[src/hdl/smtf_pkg.sv]
// Shared types, codes and constants of the sampled memory trace filter.
package smtf_pkg;

  localparam int THREADS  = 8;
  localparam int THREAD_W = (THREADS > 1) ? $clog2(THREADS) : 1;

  localparam int FIFO_DEPTH = 4;
  localparam int FIFO_PTR_W = $clog2(FIFO_DEPTH);
  localparam int FIFO_CNT_W = FIFO_PTR_W + 1;

  localparam int SEG_W  = 32;
  localparam int STEP_W = $clog2(SEG_W);

  // opcodes of an input item
  localparam logic [1:0] OP_TICK   = 2'd0;
  localparam logic [1:0] OP_READ   = 2'd1;
  localparam logic [1:0] OP_WRITE  = 2'd2;
  localparam logic [1:0] OP_UNUSED = 2'd3;

  // kinds of a result item
  localparam logic [1:0] KIND_READ  = 2'd0;
  localparam logic [1:0] KIND_WRITE = 2'd1;
  localparam logic [1:0] KIND_ROLL  = 2'd2;
  localparam logic [1:0] KIND_DONE  = 2'd3;

  localparam logic [4:0] CLASS_PLAIN     = 5'd0;
  localparam logic [4:0] CLASS_ATOMIFIED = 5'd18;

  // register indexes
  localparam logic [2:0] REG_TRACE_ENABLE   = 3'd0;
  localparam logic [2:0] REG_ATOMIFY_ENABLE = 3'd1;
  localparam logic [2:0] REG_PROFILE_LEVEL  = 3'd2;
  localparam logic [2:0] REG_SAMPLE_GAP     = 3'd3;
  localparam logic [2:0] REG_SAMPLE_LENGTH  = 3'd4;
  localparam logic [2:0] REG_SAMPLE_LIMIT   = 3'd5;
  localparam logic [2:0] REG_FILE_TRIP      = 3'd6;
  localparam logic [2:0] REG_ACTIVE_THREADS = 3'd7;

  localparam logic [63:0] WIDE_RESET           = 64'h0004_0000_0000_0000;
  localparam logic [3:0]  ACTIVE_THREADS_RESET = 4'd1;

  typedef struct packed {
    logic [1:0]  opcode;
    logic [7:0]  thread;
    logic [63:0] address;
    logic [7:0]  access_size;
    logic [4:0]  atomic_class;
  } smtf_item_t;

  typedef struct packed {
    logic [1:0]  kind;
    logic [2:0]  thread_id;
    logic [63:0] icount;
    logic [63:0] mem_address;
    logic [7:0]  rec_size;
    logic [4:0]  class_out;
    logic [31:0] segment_index;
    logic        last;
  } smtf_result_t;

  typedef enum logic [1:0] {
    SW_IDLE,
    SW_LOAD,
    SW_STEP,
    SW_STORE
  } sweep_state_t;

  // trip mark recompute pass toward the filter core
  typedef struct packed {
    logic                busy;
    logic                wr_en;
    logic [THREAD_W-1:0] idx;
    logic [63:0]         mark;
    logic                ovf;
  } smtf_sweep_t;

endpackage

[src/hdl/smtf_trip_sweep.sv]
// Recomputes every thread's trip mark (file_trip * segment_next) with a shift-add multiplier.
module smtf_trip_sweep
  import smtf_pkg::*;
(
  input  logic              clk,
  input  logic              rst,
  input  logic              start,
  input  logic [63:0]       file_trip,
  input  logic [SEG_W-1:0]  segment_next [THREADS],
  output smtf_sweep_t       sweep
);

  sweep_state_t        state, state_next;
  logic [THREAD_W-1:0] idx;
  logic [STEP_W-1:0]   step;
  logic [SEG_W-1:0]    mreg;
  logic [95:0]         acc;
  logic [95:0]         acc_next;
  logic                last_thread;

  assign last_thread = (idx == THREAD_W'(THREADS - 1));
  assign acc_next    = {acc[94:0], 1'b0} + (mreg[SEG_W-1] ? {32'b0, file_trip} : 96'b0);

  always_comb begin
    state_next = state;
    priority if (start) begin
      state_next = SW_LOAD;
    end else begin
      unique case (state)
        SW_IDLE:  state_next = SW_IDLE;
        SW_LOAD:  state_next = SW_STEP;
        SW_STEP:  state_next = (step == STEP_W'(SEG_W - 1)) ? SW_STORE : SW_STEP;
        SW_STORE: state_next = last_thread ? SW_IDLE : SW_LOAD;
        default:  state_next = SW_IDLE;
      endcase
    end
  end

  always_comb begin
    sweep.busy  = (state != SW_IDLE);
    sweep.wr_en = (state == SW_STORE);
    sweep.idx   = idx;
    sweep.mark  = acc[63:0];
    sweep.ovf   = |acc[95:64];
  end

  always_ff @(posedge clk) begin
    if (rst) begin
      state <= SW_IDLE;
      idx   <= '0;
    end else begin
      state <= state_next;
      if (start) begin
        idx <= '0;
      end else if (state == SW_STORE && !last_thread) begin
        idx <= idx + 1'b1;
      end
    end
  end

  // datapath, MSB first over the segment number
  always_ff @(posedge clk) begin
    if (state == SW_LOAD) begin
      mreg <= segment_next[idx];
      acc  <= '0;
      step <= '0;
    end else if (state == SW_STEP) begin
      mreg <= {mreg[SEG_W-2:0], 1'b0};
      acc  <= acc_next;
      step <= step + 1'b1;
    end
  end

endmodule

[config.mk]
export PLATFORM = sky130hd
export DESIGN_NAME = smtf_trip_sweep
export DESIGN_NICKNAME = d
export VERILOG_FILES = /design/src/hdl/smtf_pkg.sv /design/src/hdl/smtf_trip_sweep.sv
export SDC_FILE = /design/constraint.sdc
export NUM_CORES = 1
export LEC_CHECK = 0
export BUFFER_PORTS_ARGS = -buffer_cell sky130_fd_sc_hd__buf_2
export CORE_ASPECT_RATIO = 0.8
export CORE_MARGIN = 3
export CORE_UTILIZATION = 25
export CTS_BUF_LIST = sky130_fd_sc_hd__clkbuf_4 sky130_fd_sc_hd__clkbuf_8
export CTS_CLUSTER_DIAMETER = 60
export DETAILED_ROUTE_END_ITERATION = 12
export PLACE_DENSITY = 0.44
export RECOVER_POWER = 50
export SYNTH_ARGS = -nofsm -noshare
export SYNTH_HDL_FRONTEND = slang
export SYNTH_SLANG_ARGS = --single-unit
export TNS_END_PERCENT = 100
[constraint.sdc]
create_clock -name clk -period 7.85 [get_ports clk]
set_clock_uncertainty 0.05 [all_clocks]
set_input_delay 0.3925 -clock clk [delete_from_list [all_inputs] [get_ports clk]]
set_output_delay 0.3925 -clock clk [all_outputs]
set_load 0.02 [all_outputs]
==> flow_metrics.tcl <==
set metrics [dict create \
    power_frac_comb_pct 26.4 \
    gr-usage-all-layers_pct 17.5 \
    power.share.sequential_pct 39.6 \
    post-route-drc-count 0 \
    clkPwrFrac_pct 34.0 \
    first_iter_violations 754 \
    synth_edf_count 32 \
    slew_headroom_pct -83.3 \
    instances_no_fill 2399 \
    p_per_area_mw_per_mm2 142 \
    clock_sinks 138 \
    post-cts-setup-buffer-count 0 \
    clk_latency_ps 520 \
    p_total_mw 2.13 \
    layout_commonest_cell "buf_2" \
    clockBufferDepth 2 \
    routedWlPerCell_um 19.9 \
    yosysUniqueCellTypes 76 \
    dp.cells 2358 \
    post_synth.cell_area_avg_um2 8.67 \
    utilization_pct 30.6 \
    totalWireLength_mm 47.8 \
    setup_violations 0 \
    port-buffer-count 392 \
    setup_ws_ps 3290 \
    nets 2107 \
    peakVddDrop_mv 0.112 \
    hp-class "in -> reg" \
    final.fill_count 5297 \
    synth_seq_cells 138 \
    cts_buffers 17 \
    critPathArrivalTime_ps 4930 \
    p_sw_share_pct 33.2 \
    timing.critical_path.to "acc[95]" \
    htreeDepth 4 \
    drv_cap 4 \
    path_class "reg -> reg" \
    cts_resized 0 \
    dieArea_mm2 0.0531 \
    cp-startpoint "mreg[31]" \
    drive_above_1_share_pct 26.7 \
    cp.required_ps 8220 \
    ios 393 \
    reg2reg_slack_ps 3290 \
    maxSlewViolCount 143 \
    fin_crit_ps 4560 \
    design.core.area_mm2 0.0491 \
    p_sw_mw 0.707 \
    seq_area_frac_synth_pct 24.5 \
    grt_pass1_vias 11800 \
    reg2regPathDepth 16 \
    syn_area_mm2 0.0126 \
    antenna_found_initial 11 \
    num_vias 11900 \
    synthArstFlopShare_pct 0 \
    final_cell_mix "326 x buf_2, 164 x nor2_1, 122 x a21oi_1, 104 x dfxtp_1, 97 x nand2_1" \
    start_util_pct 25.7 \
    cts_tree "yes" \
    r2r-end "acc[95]" \
    die_h_um 207 \
    vias_per_cell 4.97 \
    syn2layout_area_growth_pct 19.2 \
    violations "capacitance limit, slew limit" \
    yosys_warnings 0 \
    status "complete, but fails checks" \
    internal_power_mw 1.42 \
    dp.final_hpwl_mm 37.8 \
    gp_congestion 0.844 \
    drt.antenna.violating_nets 0 \
    rows 72 \
    leakagePower_nw 5.99 \
    cp-start-kind "flop" \
    post-place-ws_ps 3430 \
    tightest_slew_ps 2750 \
    gr-total-overflow 0 \
    setup_tns_ps 0 \
    finalCritPeriodShare_pct 58.1 \
    reg2reg_from "mreg[31]" \
    clk_pin_slew_ps 90 \
    finalHoldViolCount 0 \
    grt_max_degree 162 \
    synth_nets 1847 \
    crit_fanout 46 \
    dr.pass1.iters 5 \
    fmax_mhz 219 \
    synth_cells 1452 \
    synthFlopType "dfxtp_1" \
    grt_pass1_wl_mm 71.6 \
    root_buffer "clkbuf_8" \
    chipWidth_um 257 \
    critPathCaptureType "flop" \
    rsz0062_at_grt "no" \
]
worst min-delay path by stage:
stage | start | to | slack [ps] | cells after the start
6_report | start | idx[2] | 50 | 2
5_1_grt | start | state[1] | 3 | 2
4_1_cts | start | idx[0] | 1 | 2
3_3_place_gp | step[4] | step[4] | 430 | 2
3_5_place_dp | step[4] | step[4] | 440 | 2
2_1_floorplan | acc[95] | acc[95] | 400 | 2
power groups by stage:
stage	clock network (mW)	registers, mW	logic (mW)
6_report	0.725	0.845	0.562
5_1_grt	0.782	0.854	0.624
4_1_cts	0.752	0.844	0.574
2_1_floorplan	0	0.836	0.402
3_3_place_gp	0	0.860	0.568
3_5_place_dp	0	0.860	0.571
flip-flops by register name, summed over array words and instances, names as in the netlist:
name   cells
acc       96
mreg      32
step       5
idx        3
state      2
worst max-delay path, stage by stage (launching register included):
cell	delay, ps
edfxtp_1	350
buf_4	360
and2_1	200
ha_1	160
inv_1	60
fa_1	370
and2b_1	240
o2111ai_1	170
nand3_1	250
a41oi_1	270
a211oi_2	430
nor3_2	150
nor3_4	230
o311ai_2	100
buf_4	250
or4_1	520
a311oi_1	280
metrics by stage:
stage               instance area, um2  hold slack (ps)
floorplan                        12600              404
global placement                 14600              432
detailed placement               14600              444
CTS                              15100             1.31
global route                     15000             3.39
finish                           15000             53.4
kinds of logic (layout without fill, tap and decap cells):
kind of cell	after synthesis	count (layout)	share of synthesized area, %
compound gates	355	355	18.9
xor+xnor	71	71	4.94
fa+ha+maj	72	72	7.21
buf+inv	193	466	7.94
flops	138	138	24.5
mux	141	141	17.6
other cells	0	8	0
simple gates	482	482	19.0
synth_stat cells (4+ instances only):
| library cell | instances | area, um2 |
|---|---|---|
| dfxtp_1 | 106 | 2120 |
| nor2_1 | 164 | 616 |
| nand3_1 | 23 | 115 |
| clkbuf_1 | 68 | 255 |
| or2_2 | 6 | 37.5 |
| nand2b_1 | 4 | 25.0 |
| nor4_1 | 11 | 68.8 |
| and3_1 | 13 | 81.3 |
| buf_1 | 13 | 48.8 |
| mux4_2 | 64 | 1440 |
| buf_4 | 67 | 503 |
| ha_1 | 71 | 888 |
| xor2_1 | 18 | 158 |
| nor2b_1 | 7 | 43.8 |
| xnor2_1 | 53 | 464 |
| o21ai_0 | 38 | 190 |
| edfxtp_1 | 32 | 961 |
| a311oi_1 | 16 | 140 |
| a21o_1 | 48 | 360 |
| buf_2 | 13 | 65.1 |
| o21bai_1 | 16 | 120 |
| a21oi_1 | 122 | 611 |
| o22ai_1 | 7 | 43.8 |
| o21a_1 | 8 | 60.1 |
| or4_1 | 11 | 82.6 |
| a211oi_1 | 26 | 195 |
| nand2_1 | 97 | 364 |
| o21ai_1 | 8 | 40.0 |
| a31oi_1 | 5 | 31.3 |
| o31ai_1 | 16 | 120 |
| and2_1 | 70 | 438 |
| nor3_1 | 14 | 70.1 |
| or3_1 | 13 | 81.3 |
| mux2i_1 | 76 | 761 |
| inv_1 | 30 | 113 |
| nand4_1 | 35 | 219 |
what timing repair did:
action / in CTS / in global routing
endpoints found under the hold margin: 1 / 0
hold buffers: 1 / 0
endpoints found under the setup margin: 0 / 0
metal layers:
| metal | vias to the layer above | wire [um] | track usage (%) |
|---|---|---|---|
| li1 | 5816 | - | - |
| met1 | 5698 | 22500 | 24.0 |
| met2 | 351 | 22200 | 28.2 |
| met3 | 42 | 2440 | 4.05 |
| met4 | 6 | 567 | 3.58 |
| met5 | - | 34 | 0 |
layout make-up:
cell class	instances	area, um2	share of cell area (%)
Sequential cell	138	3090	20.5
Tap cell	666	833	5.55
Inverter	31	116	0.775
Antenna cell	8	20.0	0.133
Clock inverter	12	196	1.31
Timing Repair Buffer	403	1970	13.1
Clock buffer	20	269	1.79
Multi-Input combinational cell	1121	8530	56.8
(Power assumes the default switching activity.)
